[config.mk]
export PLATFORM = sky130hd
export DESIGN_NAME = selective_repeat_receiver
export DESIGN_NICKNAME = d
export VERILOG_FILES = /design/src/hw/rtl/srr_pkg.sv /design/src/hw/rtl/srr_front.sv /design/src/hw/rtl/srr_queue.sv /design/src/hw/rtl/srr_back.sv /design/src/hw/rtl/selective_repeat_receiver.sv
export SDC_FILE = /design/constraint.sdc
export NUM_CORES = 2
export LEC_CHECK = 0
export ABC_AREA = 1
export CAP_MARGIN = 20
export CORE_UTILIZATION = 57
export CTS_CLUSTER_SIZE = 10
export DETAILED_ROUTE_END_ITERATION = 12
export DONT_BUFFER_PORTS = 1
export GPL_TIMING_DRIVEN = 0
export HOLD_SLACK_MARGIN = 0.15
export PLACE_DENSITY_LB_ADDON = 0.15
export SYNTH_ARGS = -nofsm -noshare
export SYNTH_HDL_FRONTEND = slang
export SYNTH_SLANG_ARGS = --single-unit
[constraint.sdc]
create_clock -name clk -period 9.9 [get_ports clk]
set_input_delay 0.495 -clock clk [delete_from_list [all_inputs] [get_ports clk]]
set_output_delay 0.495 -clock clk [all_outputs]
set_load 0.01 [all_outputs]
[src/hw/rtl/srr_pkg.sv]
`timescale 1ns / 1ps
// ----------------------------------------------------------------------------
// srr_pkg
// Shared types and constants of the selective repeat receiver.
// ----------------------------------------------------------------------------
package srr_pkg;

  // Default window size and sequence space.
  localparam int WINDOW_DEF    = 6;
  localparam int SEQ_SPACE_DEF = 12;

  // Depth of the command queue between the front and the back.
  localparam int QUEUE_DEPTH = 2;

  // Result kinds.
  localparam logic KIND_DELIVER = 1'b0;
  localparam logic KIND_ACK     = 1'b1;

  // Acknowledge number that marks a corrupted packet.
  localparam logic [6:0] ACK_NONE = 7'h7F;

  // ACK payload is twenty ASCII zero characters; their byte sum is 960.
  localparam logic [63:0] FILL64       = 64'h3030_3030_3030_3030;
  localparam logic [31:0] FILL32       = 32'h3030_3030;
  localparam logic [12:0] ACK_FILL_SUM = 13'd960;

  // One classified packet, handed from the front to the back.
  typedef struct packed {
    logic        good;
    logic [5:0]  seq;
    logic [63:0] lo;
    logic [63:0] mid;
    logic [31:0] hi;
  } srr_cmd_t;

  // Back-end sequencer states.
  typedef enum logic [1:0] {
    ST_IDLE,
    ST_DELIVER,
    ST_ACK
  } srr_state_t;

endpackage

[src/hw/rtl/srr_front.sv]
`timescale 1ns / 1ps
// ----------------------------------------------------------------------------
// srr_front
// Two-stage front end: captures a packet, forms partial byte sums, then
// compares the full checksum and hands a classified command onward.
// ----------------------------------------------------------------------------
module srr_front (
  input  logic                clk,
  input  logic                rst,
  input  logic                in_valid,
  output logic                in_stall,
  input  logic [5:0]          seq_num,
  input  logic signed [6:0]   ack_num,
  input  logic [63:0]         payload_low,
  input  logic [63:0]         payload_mid,
  input  logic [31:0]         payload_high,
  input  logic signed [31:0]  check_value,
  output srr_pkg::srr_cmd_t   cmd,
  output logic                cmd_valid,
  input  logic                cmd_stall
);
  import srr_pkg::*;

  // Sum of the eight bytes of a 64-bit word.
  function automatic logic [10:0] sum8(input logic [63:0] v);
    logic [10:0] s;
    s = '0;
    for (int i = 0; i < 8; i++) begin
      s = s + 11'(v[8*i +: 8]);
    end
    return s;
  endfunction

  // Sum of the four bytes of a 32-bit word.
  function automatic logic [9:0] sum4(input logic [31:0] v);
    logic [9:0] s;
    s = '0;
    for (int i = 0; i < 4; i++) begin
      s = s + 10'(v[8*i +: 8]);
    end
    return s;
  endfunction

  // Capture stage.
  logic        v1;
  logic [5:0]  s1_seq;
  logic [6:0]  s1_ack;
  logic [63:0] s1_lo;
  logic [63:0] s1_mid;
  logic [31:0] s1_hi;
  logic [31:0] s1_check;

  // Partial sum stage.
  logic        v2;
  logic [5:0]  s2_seq;
  logic [63:0] s2_lo;
  logic [63:0] s2_mid;
  logic [31:0] s2_hi;
  logic [31:0] s2_check;
  logic [10:0] s2_sum_lo;
  logic [10:0] s2_sum_mid;
  logic [9:0]  s2_sum_hi;
  logic [7:0]  s2_hdr;

  logic        adv2;
  logic        load1;
  logic [13:0] total;

  // Stage two drains when empty or when the queue takes its beat.
  assign adv2      = !v2 || !cmd_stall;
  assign in_stall  = v1 && !adv2;
  assign load1     = in_valid && !in_stall;
  assign cmd_valid = v2;

  // Valid flags of both stages.
  always_ff @(posedge clk) begin
    if (rst) begin
      v1 <= 1'b0;
      v2 <= 1'b0;
    end else begin
      if (load1) begin
        v1 <= 1'b1;
      end else if (adv2) begin
        v1 <= 1'b0;
      end
      if (adv2) begin
        v2 <= v1;
      end
    end
  end

  // Payload registers of both stages.
  always_ff @(posedge clk) begin
    if (load1) begin
      s1_seq   <= seq_num;
      s1_ack   <= ack_num;
      s1_lo    <= payload_low;
      s1_mid   <= payload_mid;
      s1_hi    <= payload_high;
      s1_check <= check_value;
    end
    if (adv2 && v1) begin
      s2_seq     <= s1_seq;
      s2_lo      <= s1_lo;
      s2_mid     <= s1_mid;
      s2_hi      <= s1_hi;
      s2_check   <= s1_check;
      s2_sum_lo  <= sum8(s1_lo);
      s2_sum_mid <= sum8(s1_mid);
      s2_sum_hi  <= sum4(s1_hi);
      s2_hdr     <= {2'b00, s1_seq} + {s1_ack[6], s1_ack};
    end
  end

  // Final checksum and classification.
  assign total = {3'b000, s2_sum_lo} + {3'b000, s2_sum_mid} + {4'b0000, s2_sum_hi}
               + {{6{s2_hdr[7]}}, s2_hdr};

  always_comb begin
    cmd.good = (s2_check == {{18{total[13]}}, total});
    cmd.seq  = s2_seq;
    cmd.lo   = s2_lo;
    cmd.mid  = s2_mid;
    cmd.hi   = s2_hi;
  end

endmodule

[src/hw/rtl/srr_queue.sv]
`timescale 1ns / 1ps
// ----------------------------------------------------------------------------
// srr_queue
// Short command queue that decouples the front end from the back end.
// ----------------------------------------------------------------------------
module srr_queue (
  input  logic              clk,
  input  logic              rst,
  input  srr_pkg::srr_cmd_t wr_data,
  input  logic              wr_valid,
  output logic              wr_stall,
  output srr_pkg::srr_cmd_t rd_data,
  output logic              rd_valid,
  input  logic              rd_stall
);
  import srr_pkg::*;

  localparam int PW = (QUEUE_DEPTH > 1) ? $clog2(QUEUE_DEPTH) : 1;
  localparam int CW = $clog2(QUEUE_DEPTH + 1);

  srr_cmd_t     mem [QUEUE_DEPTH];
  logic [PW-1:0] wr_ptr;
  logic [PW-1:0] rd_ptr;
  logic [CW-1:0] count;
  logic          push;
  logic          pop;

  assign wr_stall = (count == CW'(QUEUE_DEPTH));
  assign rd_valid = (count != '0);
  assign push     = wr_valid && !wr_stall;
  assign pop      = rd_valid && !rd_stall;
  assign rd_data  = mem[rd_ptr];

  // Pointers and fill count.
  always_ff @(posedge clk) begin
    if (rst) begin
      wr_ptr <= '0;
      rd_ptr <= '0;
      count  <= '0;
    end else begin
      if (push) begin
        wr_ptr <= (wr_ptr == PW'(QUEUE_DEPTH - 1)) ? '0 : wr_ptr + 1'b1;
      end
      if (pop) begin
        rd_ptr <= (rd_ptr == PW'(QUEUE_DEPTH - 1)) ? '0 : rd_ptr + 1'b1;
      end
      if (push && !pop) begin
        count <= count + 1'b1;
      end else if (pop && !push) begin
        count <= count - 1'b1;
      end
    end
  end

  // Entry storage.
  always_ff @(posedge clk) begin
    if (push) begin
      mem[wr_ptr] <= wr_data;
    end
  end

endmodule

[src/hw/rtl/srr_back.sv]
`timescale 1ns / 1ps
// ----------------------------------------------------------------------------
// srr_back
// Back end: buffers good packets in the window, delivers held payloads in
// order from the window base, then issues the ACK beat.
// ----------------------------------------------------------------------------
module srr_back #(
  parameter int WINDOW    = srr_pkg::WINDOW_DEF,
  parameter int SEQ_SPACE = srr_pkg::SEQ_SPACE_DEF
) (
  input  logic              clk,
  input  logic              rst,
  input  srr_pkg::srr_cmd_t cmd,
  input  logic              cmd_valid,
  output logic              cmd_stall,
  output logic              out_valid,
  input  logic              out_stall,
  output logic              kind,
  output logic              out_seq,
  output logic signed [6:0] out_ack,
  output logic [12:0]       out_check,
  output logic [63:0]       out_payload_low,
  output logic [63:0]       out_payload_mid,
  output logic [31:0]       out_payload_high,
  output logic              last
);
  import srr_pkg::*;

  localparam int SW = (WINDOW > 1) ? $clog2(WINDOW) : 1;
  localparam int BW = $clog2(SEQ_SPACE);
  localparam int DW = $clog2(WINDOW + 1);
  localparam int U  = WINDOW % SEQ_SPACE;

  srr_state_t     state;
  srr_state_t     state_next;
  logic [SEQ_SPACE-1:0] held;
  logic [BW-1:0]  base;
  logic           ack_bit;
  logic [DW-1:0]  dcnt;
  logic           cur_good;
  logic [5:0]     cur_seq;

  logic [63:0]    st_lo  [WINDOW];
  logic [63:0]    st_mid [WINDOW];
  logic [31:0]    st_hi  [WINDOW];

  logic [SW-1:0]  slot_tab [SEQ_SPACE];
  logic [BW-1:0]  seq_idx;
  logic [BW:0]    win_off_w;
  logic [BW-1:0]  win_off;
  logic           seq_ok;
  logic           in_win;
  logic           write_en;
  logic           out_load;
  logic           pop;
  logic           dlv;
  logic           ack_go;
  logic           ack_seq;
  logic [6:0]     ack_val;

  // Slot of each sequence number in the payload store.
  for (genvar g = 0; g < SEQ_SPACE; g++) begin : g_slot
    assign slot_tab[g] = SW'(g % WINDOW);
  end

  // Window test: distance from the base, modulo the sequence space.
  assign seq_idx   = cmd.seq[BW-1:0];
  assign seq_ok    = ({1'b0, cmd.seq} < 7'(SEQ_SPACE));
  assign win_off_w = (seq_idx >= base) ? {1'b0, seq_idx} - {1'b0, base}
                                       : {1'b0, seq_idx} + (BW+1)'(SEQ_SPACE) - {1'b0, base};
  assign win_off   = win_off_w[BW-1:0];
  assign in_win    = seq_ok && ((U == 0) || (win_off < BW'(U)));

  assign out_load  = !out_valid || !out_stall;
  assign cmd_stall = (state != ST_IDLE);
  assign write_en  = pop && cmd.good && in_win && !held[seq_idx];

  // Sequencer: next state and per-cycle actions.
  always_comb begin
    state_next = state;
    pop        = 1'b0;
    dlv        = 1'b0;
    ack_go     = 1'b0;
    case (state)
      ST_IDLE: begin
        if (cmd_valid) begin
          pop        = 1'b1;
          state_next = cmd.good ? ST_DELIVER : ST_ACK;
        end
      end
      ST_DELIVER: begin
        if (out_load) begin
          if ((dcnt < DW'(WINDOW)) && held[base]) begin
            dlv = 1'b1;
          end else begin
            state_next = ST_ACK;
          end
        end
      end
      ST_ACK: begin
        if (out_load) begin
          ack_go     = 1'b1;
          state_next = ST_IDLE;
        end
      end
      default: begin
        state_next = ST_IDLE;
      end
    endcase
  end

  // ACK contents.
  assign ack_seq = cur_good ? !ack_bit : ack_bit;
  assign ack_val = cur_good ? {1'b0, cur_seq} : ACK_NONE;

  // Control state.
  always_ff @(posedge clk) begin
    if (rst) begin
      state     <= ST_IDLE;
      held      <= '0;
      base      <= '0;
      ack_bit   <= 1'b1;
      dcnt      <= '0;
      out_valid <= 1'b0;
    end else begin
      state <= state_next;
      if (pop) begin
        dcnt <= '0;
      end else if (dlv) begin
        dcnt <= dcnt + 1'b1;
      end
      if (write_en) begin
        held[seq_idx] <= 1'b1;
      end
      if (dlv) begin
        held[base] <= 1'b0;
        base       <= (base == BW'(SEQ_SPACE - 1)) ? '0 : base + 1'b1;
      end
      if (ack_go && !cur_good) begin
        ack_bit <= !ack_bit;
      end
      if (out_load) begin
        out_valid <= dlv || ack_go;
      end
    end
  end

  // Current command and payload store.
  always_ff @(posedge clk) begin
    if (pop) begin
      cur_good <= cmd.good;
      cur_seq  <= cmd.seq;
    end
    if (write_en) begin
      st_lo[slot_tab[seq_idx]]  <= cmd.lo;
      st_mid[slot_tab[seq_idx]] <= cmd.mid;
      st_hi[slot_tab[seq_idx]]  <= cmd.hi;
    end
  end

  // Output register.
  always_ff @(posedge clk) begin
    if (dlv) begin
      kind             <= KIND_DELIVER;
      out_seq          <= 1'b0;
      out_ack          <= '0;
      out_check        <= '0;
      out_payload_low  <= st_lo[slot_tab[base]];
      out_payload_mid  <= st_mid[slot_tab[base]];
      out_payload_high <= st_hi[slot_tab[base]];
      last             <= 1'b0;
    end else if (ack_go) begin
      kind             <= KIND_ACK;
      out_seq          <= ack_seq;
      out_ack          <= ack_val;
      out_check        <= ACK_FILL_SUM + {12'b0, ack_seq} + {{6{ack_val[6]}}, ack_val};
      out_payload_low  <= FILL64;
      out_payload_mid  <= FILL64;
      out_payload_high <= FILL32;
      last             <= 1'b1;
    end
  end

endmodule

[src/hw/rtl/selective_repeat_receiver.sv]
`timescale 1ns / 1ps
// ----------------------------------------------------------------------------
// selective_repeat_receiver
// Selective repeat receiver: checks, buffers and delivers data packets.
// ----------------------------------------------------------------------------
// Usage:
// The input channel (in_valid / in_stall) carries one data packet per beat.
// The output channel (out_valid / out_stall) carries the results of each
// packet: zero to WINDOW delivery beats (kind 0) in sequence order, then one
// ACK beat (kind 1) with last set. A corrupted packet yields only the ACK.
// The front end captures and checks a packet in its capture and partial sum
// stages, the queue stores the command, and the back end takes and buffers
// it before loading the first result into its output register; a good
// packet that releases no delivery passes through ST_DELIVER first.
// The back end sequencer sets the packet rate: it takes a new command only
// in ST_IDLE, once a good packet's deliveries and ACK or a corrupted
// packet's ACK are issued. A two-entry command queue lets the front end keep
// taking packets while the back end is busy.
// Reset clears all held flags, sets the window base to zero and the ACK bit
// to one; buffered payloads are not cleared.
// While out_stall is high the output beat holds and the back end waits; the
// queue fills and in_stall then rises.
// ----------------------------------------------------------------------------
module selective_repeat_receiver #(
  parameter int WINDOW    = srr_pkg::WINDOW_DEF,
  parameter int SEQ_SPACE = srr_pkg::SEQ_SPACE_DEF
) (
  input  logic               clk,
  input  logic               rst,
  input  logic               in_valid,
  output logic               in_stall,
  input  logic [5:0]         seq_num,
  input  logic signed [6:0]  ack_num,
  input  logic [63:0]        payload_low,
  input  logic [63:0]        payload_mid,
  input  logic [31:0]        payload_high,
  input  logic signed [31:0] check_value,
  output logic               out_valid,
  input  logic               out_stall,
  output logic               kind,
  output logic               out_seq,
  output logic signed [6:0]  out_ack,
  output logic [12:0]        out_check,
  output logic [63:0]        out_payload_low,
  output logic [63:0]        out_payload_mid,
  output logic [31:0]        out_payload_high,
  output logic               last
);
  import srr_pkg::*;

  srr_cmd_t cmd_f;
  srr_cmd_t cmd_q;
  logic     cmd_f_valid;
  logic     cmd_f_stall;
  logic     cmd_q_valid;
  logic     cmd_q_stall;

  // Capture and checksum.
  srr_front u_front (
    .clk          (clk),
    .rst          (rst),
    .in_valid     (in_valid),
    .in_stall     (in_stall),
    .seq_num      (seq_num),
    .ack_num      (ack_num),
    .payload_low  (payload_low),
    .payload_mid  (payload_mid),
    .payload_high (payload_high),
    .check_value  (check_value),
    .cmd          (cmd_f),
    .cmd_valid    (cmd_f_valid),
    .cmd_stall    (cmd_f_stall)
  );

  // Command queue.
  srr_queue u_queue (
    .clk      (clk),
    .rst      (rst),
    .wr_data  (cmd_f),
    .wr_valid (cmd_f_valid),
    .wr_stall (cmd_f_stall),
    .rd_data  (cmd_q),
    .rd_valid (cmd_q_valid),
    .rd_stall (cmd_q_stall)
  );

  // Buffering, delivery and ACK.
  srr_back #(
    .WINDOW    (WINDOW),
    .SEQ_SPACE (SEQ_SPACE)
  ) u_back (
    .clk              (clk),
    .rst              (rst),
    .cmd              (cmd_q),
    .cmd_valid        (cmd_q_valid),
    .cmd_stall        (cmd_q_stall),
    .out_valid        (out_valid),
    .out_stall        (out_stall),
    .kind             (kind),
    .out_seq          (out_seq),
    .out_ack          (out_ack),
    .out_check        (out_check),
    .out_payload_low  (out_payload_low),
    .out_payload_mid  (out_payload_mid),
    .out_payload_high (out_payload_high),
    .last             (last)
  );

  // Only the ACK closes a packet's results.
  a_last_is_ack: assert property (@(posedge clk) disable iff (rst)
    out_valid |-> (last == kind))
    else $error("last and kind disagree");

  // Delivery beats carry no ACK header.
  a_deliver_clean: assert property (@(posedge clk) disable iff (rst)
    out_valid && (kind == KIND_DELIVER) |->
      (out_seq == 1'b0) && (out_ack == 7'sd0) && (out_check == 13'd0))
    else $error("delivery beat has ACK header bits");

  // ACK checksum matches its header.
  a_ack_check: assert property (@(posedge clk) disable iff (rst)
    out_valid && (kind == KIND_ACK) |->
      (out_check == ACK_FILL_SUM + {12'b0, out_seq} + {{6{out_ack[6]}}, out_ack}))
    else $error("ACK checksum mismatch");

  // No result is offered right after reset.
  a_reset_empty: assert property (@(posedge clk)
    rst |=> !out_valid)
    else $error("output valid after reset");

endmodule
Word-level counts from Yosys, hierarchy flattened:

Memories as Yosys holds them, arrays and structs flattened. A register that Yosys moved wholly into a read port is not among the register bits.
Cells that the tools add are included.

* register bits after elaboration: 661
* output and inout port bits: 185
* bits of input ports: 209
* memories: 6
* word-level logic and storage cells: 184
* RAM bits: 1294
* ROM bits: 96

* multiplexer cells: 49
* bitwise logic cells: 5
* $add $sub $neg: 32
* reductions and logical operators: 38
* equal/unequal tests: 9
* order comparisons: 10

Memory list
* u_back.st_lo: words 6, bits a word 64, rd ports 1, clocked after Yosys merged registers in 0, wr ports 1, line srr_back.sv:43 `logic [63:0] st_lo [WINDOW];`
* u_back.st_mid: words 6, bits a word 64, rd ports 1, clocked after Yosys merged registers in 0, wr ports 1, line srr_back.sv:44 `logic [63:0] st_mid [WINDOW];`
* u_queue.mem: words 2, bits a word 167, rd ports 1, clocked after Yosys merged registers in 1, wr ports 1, line srr_queue.sv:21 `srr_cmd_t mem [QUEUE_DEPTH];`
* u_back.st_hi: words 6, bits a word 32, rd ports 1, clocked after Yosys merged registers in 0, wr ports 1, line srr_back.sv:45 `logic [31:0] st_hi [WINDOW];`
* (no name shown): words 16, bits a word 3, rd ports 1, clocked after Yosys merged registers in 0, wr ports 0, line srr_back.sv:168 `out_payload_low <= st_lo[slot_tab[base]];`
* (no name shown): words 16, bits a word 3, rd ports 1, clocked after Yosys merged registers in 0, wr ports 0, line srr_back.sv:155 `st_lo[slot_tab[seq_idx]] <= cmd.lo;`

Operators by type and width (count)
* 2-to-1 mux 64 bit: 3
* adder 11 x 8 -> 11 bit: 12
* 2-to-1 mux 32 bit: 2
* 2-to-1 mux 12 bit: 3
* equality test 32 bit: 1
* adder 8 x 8 -> 9 bit: 3
* 2-to-1 mux 1 bit: 22
* adder 10 x 8 -> 10 bit: 2
* logical AND 1 bit: 15
* adder 14 x 10 -> 14 bit: 1
* adder 14 bit: 1
* 2-to-1 mux 2 bit: 7
* adder 13 bit: 1
* adder 11 x 11 -> 12 bit: 1
* AND 12 bit: 1
* zero test 1 bit: 12
* 2-to-1 mux 3 bit: 4
* inverter 12 bit: 1
* OR 12 bit: 1
* adder 10 x 1 -> 11 bit (first input constant): 1
* >= comparator 5 bit (second input constant): 2
* less-than comparator 4 x 5 -> 1 bit (second input constant): 2
* inverter 4 -> 5 bit: 2
* nonzero test 2 bit: 5
* 27 further kinds: 38

Logic depth before layout (Yosys ltp):

* depth after elaboration: 11
* gate-level depth with buffers: 22
* gate-level depth less buffers: 22

Hierarchy:

From an unflattened synthesis, not the netlist that was laid out.

* cells, all modules: 5198
* area, all modules: 76723.6 µm²

Modules (own cells, without submodules)
* srr_back: instances 1, cells each 3538, seq. area each 34703.3 µm², area an instance 45127.0 µm²
* srr_front: instances 1, cells each 1102, seq. area each 13342.8 µm², area an instance 18759.2 µm²
* srr_queue: instances 1, cells each 558, seq. area each 10129.7 µm², area an instance 12837.3 µm²

Least setup slack after synthesis:

OpenSTA, ideal clock, no wires.

* path kind: flip-flop to flip-flop
* from: register with a tool-made name
* to: memory u_back.st_hi[0][0] (enable)
* setup time: 0.681 ns
* cell stages (with the launch flop): 19
* path buffers: 2
* required time: 9.219 ns
* period minus slack after synthesis: 9.683 ns
* setup slack: 0.217 ns
* arrival: 9.002 ns
* cell sequence: dfxtp_1 buf_6 inv_2 buf_6 nand2_1 nand2_1 ha_1 inv_1 ha_1 inv_1 fa_1 nand3_1 nand3_1 nand2_1 nor2_1 nand2_1 inv_1 nand2_1 nor2_1

RTL lines (line)
* end, declared: srr_back.sv:45

Worst setup path after layout:

* from: register u_front.s1_mid[0]
* to: register u_front.s2_sum_mid[10] (data pin)

* word-level cells in the longest chain between the ends: 7

Ends and longest elaborated chain
* start, declared: line srr_front.sv:49 `logic [63:0] s1_mid;`
* start signal, assigned: line srr_front.sv:98 `s1_mid <= payload_mid;`
* adder 8 x 8 -> 9 bit: line srr_front.sv:29 `s = s + 11'(v[8*i +: 8]);`
* adder 11 x 8 -> 11 bit (6 in series): line srr_front.sv:29
* end signal, assigned: line srr_front.sv:109 `s2_sum_mid <= sum8(s1_mid);`
* end, declared: line srr_front.sv:61 `logic [10:0] s2_sum_mid;`

No other way between the ends.
A chain may end at the register's enable or synchronous reset.

==> results.cfg <==
[timing]
skew_ns = 0.0317
rsz0062_at_grt = false
relSlewSlack = 0.160
hold_viol = 0
timing.final.crit_period_ns = 5.62
fin_crit_sh = 0.568
final.setup.tns_ns = 0
setup_viol = 0
holdWs_ns = 0.281
clock.fmax_mhz = 178
tightest_slew_ns = 1.24
maxSlewViolCount = 0

[clock_tree]
cts.reportedPaths.clkPinSlew_ns = 0.06
cts_setup_buffers = 0
cts_resized = 0
clock-sinks = 1954
h-tree-depth = 4
worstSkewPairLatency_ns = 0.83
tritoncts = yes
cts_made_buffers = 216
cts_max_path_buffers = 3
cts-root-buf = clkbuf_16

[floorplanning]
dieArea_um2 = 136000
die_h_um = 369
num_rows = 134
io-pin-count = 394
core-area_um2 = 133000
die_w_um = 369
initial_core_util = 0.575

[yosys]
yosys_warnings = 0
synth_seq_cells = 1954
synth-main-ff-cell = edfxtp_1
synthArstFlopShare = 0
postSynthCellCount = 5611
synth-edff-count = 1904
yosys.cell_types.count = 41
synth.cell_area_um2 = 76700
seq_area_frac_synth = 0.758
syn_avg_cell_area_um2 = 13.7

[layout]
multi_input_area_um2 = 16100
nNetsFinal = 6528
layout_commonest_cell = edfxtp_1
ff_latch_area_um2 = 58200
instances_no_fill = 7936
syn2layout_area_growth_pct = 15.2
fillerInstances = 9479
final_cell_mix = edfxtp_1 (1904), nand2_1 (1164), nor2_1 (541)
drive_gt1_frac = 0.0657

[drt]
firstDrtPassIters = 8
num_vias = 45200
dr.first_iter.drc_count = 4949
totalWireLength_mm = 192
vias_per_cell = 5.70
ant_nets = 0
drcViolationCount = 0
wl_per_cell_um = 24.2

[global_route]
grt_use_total = 0.284
grt_start_max_net_pins = 114
grt-ovfl-total = 0
first_global_vias = 44900
antenna_found_initial = 10
grt_pass1_wl_mm = 282

[worst_setup_path]
start_kind = register
cp.required_ns = 10.47
crit_family = adder cells
path_depth = 19
path_buf_inv = 1
arrival_ns = 6.19
critPathKind = reg -> reg
critical_path.most_common_cell = fa_1
rr_worst_depth = 19
path_max_fanout = 4
end_kind = register
path_cells = ha_1 -> fa_1 -> a21oi_1 -> o21bai_1 -> nand2_1 -> nand2_1 -> a21oi_1 -> xor2_1 -> fa_1 -> fa_1 -> fa_1 -> fa_1 -> inv_1 -> ha_1 -> nand2_1 -> nor2_1 -> nand3_1 -> o2111ai_1 -> xor2_1
slowest_delay_ns = 0.49
cpMaxStageDelayCell = fa_1

[placed_design]
gp_congestion = 0.868
port-buffer-count = 0
dpl.cell_count = 7449
place_hpwl_mm = 128

[power]
p_leak_nw = 32.0
ir_worst_vdd_mv = 0.238
p_per_area_nw_per_um2 = 255

[worst_hold_path]
min_path_type = in -> reg
whs_path_depth = 1

[job]
drv_cap = 0

[run_status]
status = finished clean
[per-layer routing]
layer,routed length (um),global-route usage,up-vias
met1,76800,0.383,22300
li1,-,-,20700
met5,52,0,-
met4,5960,0.0938,8
met2,93400,0.464,1943
met3,16300,0.0562,337
[layout make-up]
type,instances,share of cell area
Antenna cell,3,0.0000849
Buffer,245,0.0120
Clock buffer,253,0.0629
Clock inverter,22,0.00403
Inverter,383,0.0164
Multi-Input combinational cell,3030,0.182
Sequential cell,1954,0.658
Tap cell,1768,0.0250
Timing Repair Buffer,278,0.0390
[stage by stage]
step | total power [mW] | worst slack, ns | utilization | cell area, um^2
floorplan | 14.0 | 0.217 | - | 76700
finish | 22.5 | 4.28 | 0.662 | 88400
global route | 23.6 | 4.00 | 0.662 | 88400
CTS | 22.6 | 4.26 | 0.662 | 88400
detailed placement | 15.6 | 4.27 | 0.602 | 80400
global placement | 15.6 | -6.89 | 0.592 | 79000
[report_power, final]
group	total, mW	switching, mW	internal [mW]
sequential	10.4	0.312	10.0
combinational	5.20	3.48	1.72
clock	6.97	3.02	3.95
[synth_stat cells, drive strengths merged, types with 25 or more instances]
cell type	count	area [um^2]
o22ai	121	757
inv	382	1430
nand2	1168	4390
o21ai	287	1440
fa	104	2080
a21oi	327	1640
xnor2	25	219
buf	85	463
dfxtp	50	1000
ha	107	1340
xor2	42	368
edfxtp	1904	57200
clkbuf	160	601
nand3	186	936
o311ai	40	350
nor2	551	2070
[path summary, 6_finish.rpt]
path / start / end / slack (ns)
max: u_front.s1_mid[0] / u_front.s2_sum_mid[10] / 4.28
min: payload_low[35] / u_front.s1_lo[35] / 0.28
max reg2reg: u_front.s1_mid[0] / u_front.s2_sum_mid[10] / 4.28
min reg2reg: u_front.s1_check[21] / u_front.s2_check[21] / 0.41
[worst reg2reg max path: stages (launching register included)]
cell	delay, ns
edfxtp_1	0.41
ha_1	0.25
fa_1	0.40
a21oi_1	0.34
o21bai_1	0.16
nand2_1	0.08
nand2_1	0.05
a21oi_1	0.20
xor2_1	0.32
fa_1	0.50
fa_1	0.40
fa_1	0.49
fa_1	0.49
inv_1	0.04
ha_1	0.34
nand2_1	0.10
nor2_1	0.15
nand3_1	0.11
o2111ai_1	0.12
xor2_1	0.42
[kinds of logic after synthesis]
kind of cell,count (synthesis),synth area share
flops,1954,0.758
simple gates,1946,0.0998
compound gates,804,0.0572
buf+inv,628,0.0326
fa+ha+maj,211,0.0446
xor+xnor,67,0.00765
other cells,1,0.0000489
[registers in the layout, summed over array words and instances, names as in the netlist, 8 cells and up, named ones only]
register and count:
u_front.s2_sum_mid 11, u_front.s2_mid 64, u_front.s2_lo 64, u_front.s2_sum_hi 10
u_back.st_mid 384, u_front.s2_hi 32, u_front.s1_lo 64, u_front.s1_mid 64
u_front.s2_check 32, u_back.out_payload_high 32, u_front.s2_hdr 8, u_queue.mem 334
u_back.out_check 11, u_front.s1_check 32, u_back.out_payload_mid 64, u_back.held 12
u_front.s2_sum_lo 11, u_back.out_payload_low 64, u_back.st_hi 192, u_front.s1_hi 32
u_back.st_lo 384
[repair_timing]
action | 4_1_cts | 5_1_grt
hold buffers | 208 | 0
endpoints found under the hold margin | 230 | 0
endpoints found under the setup margin | 0 | 0
Power figures use the tool's default switching activity.
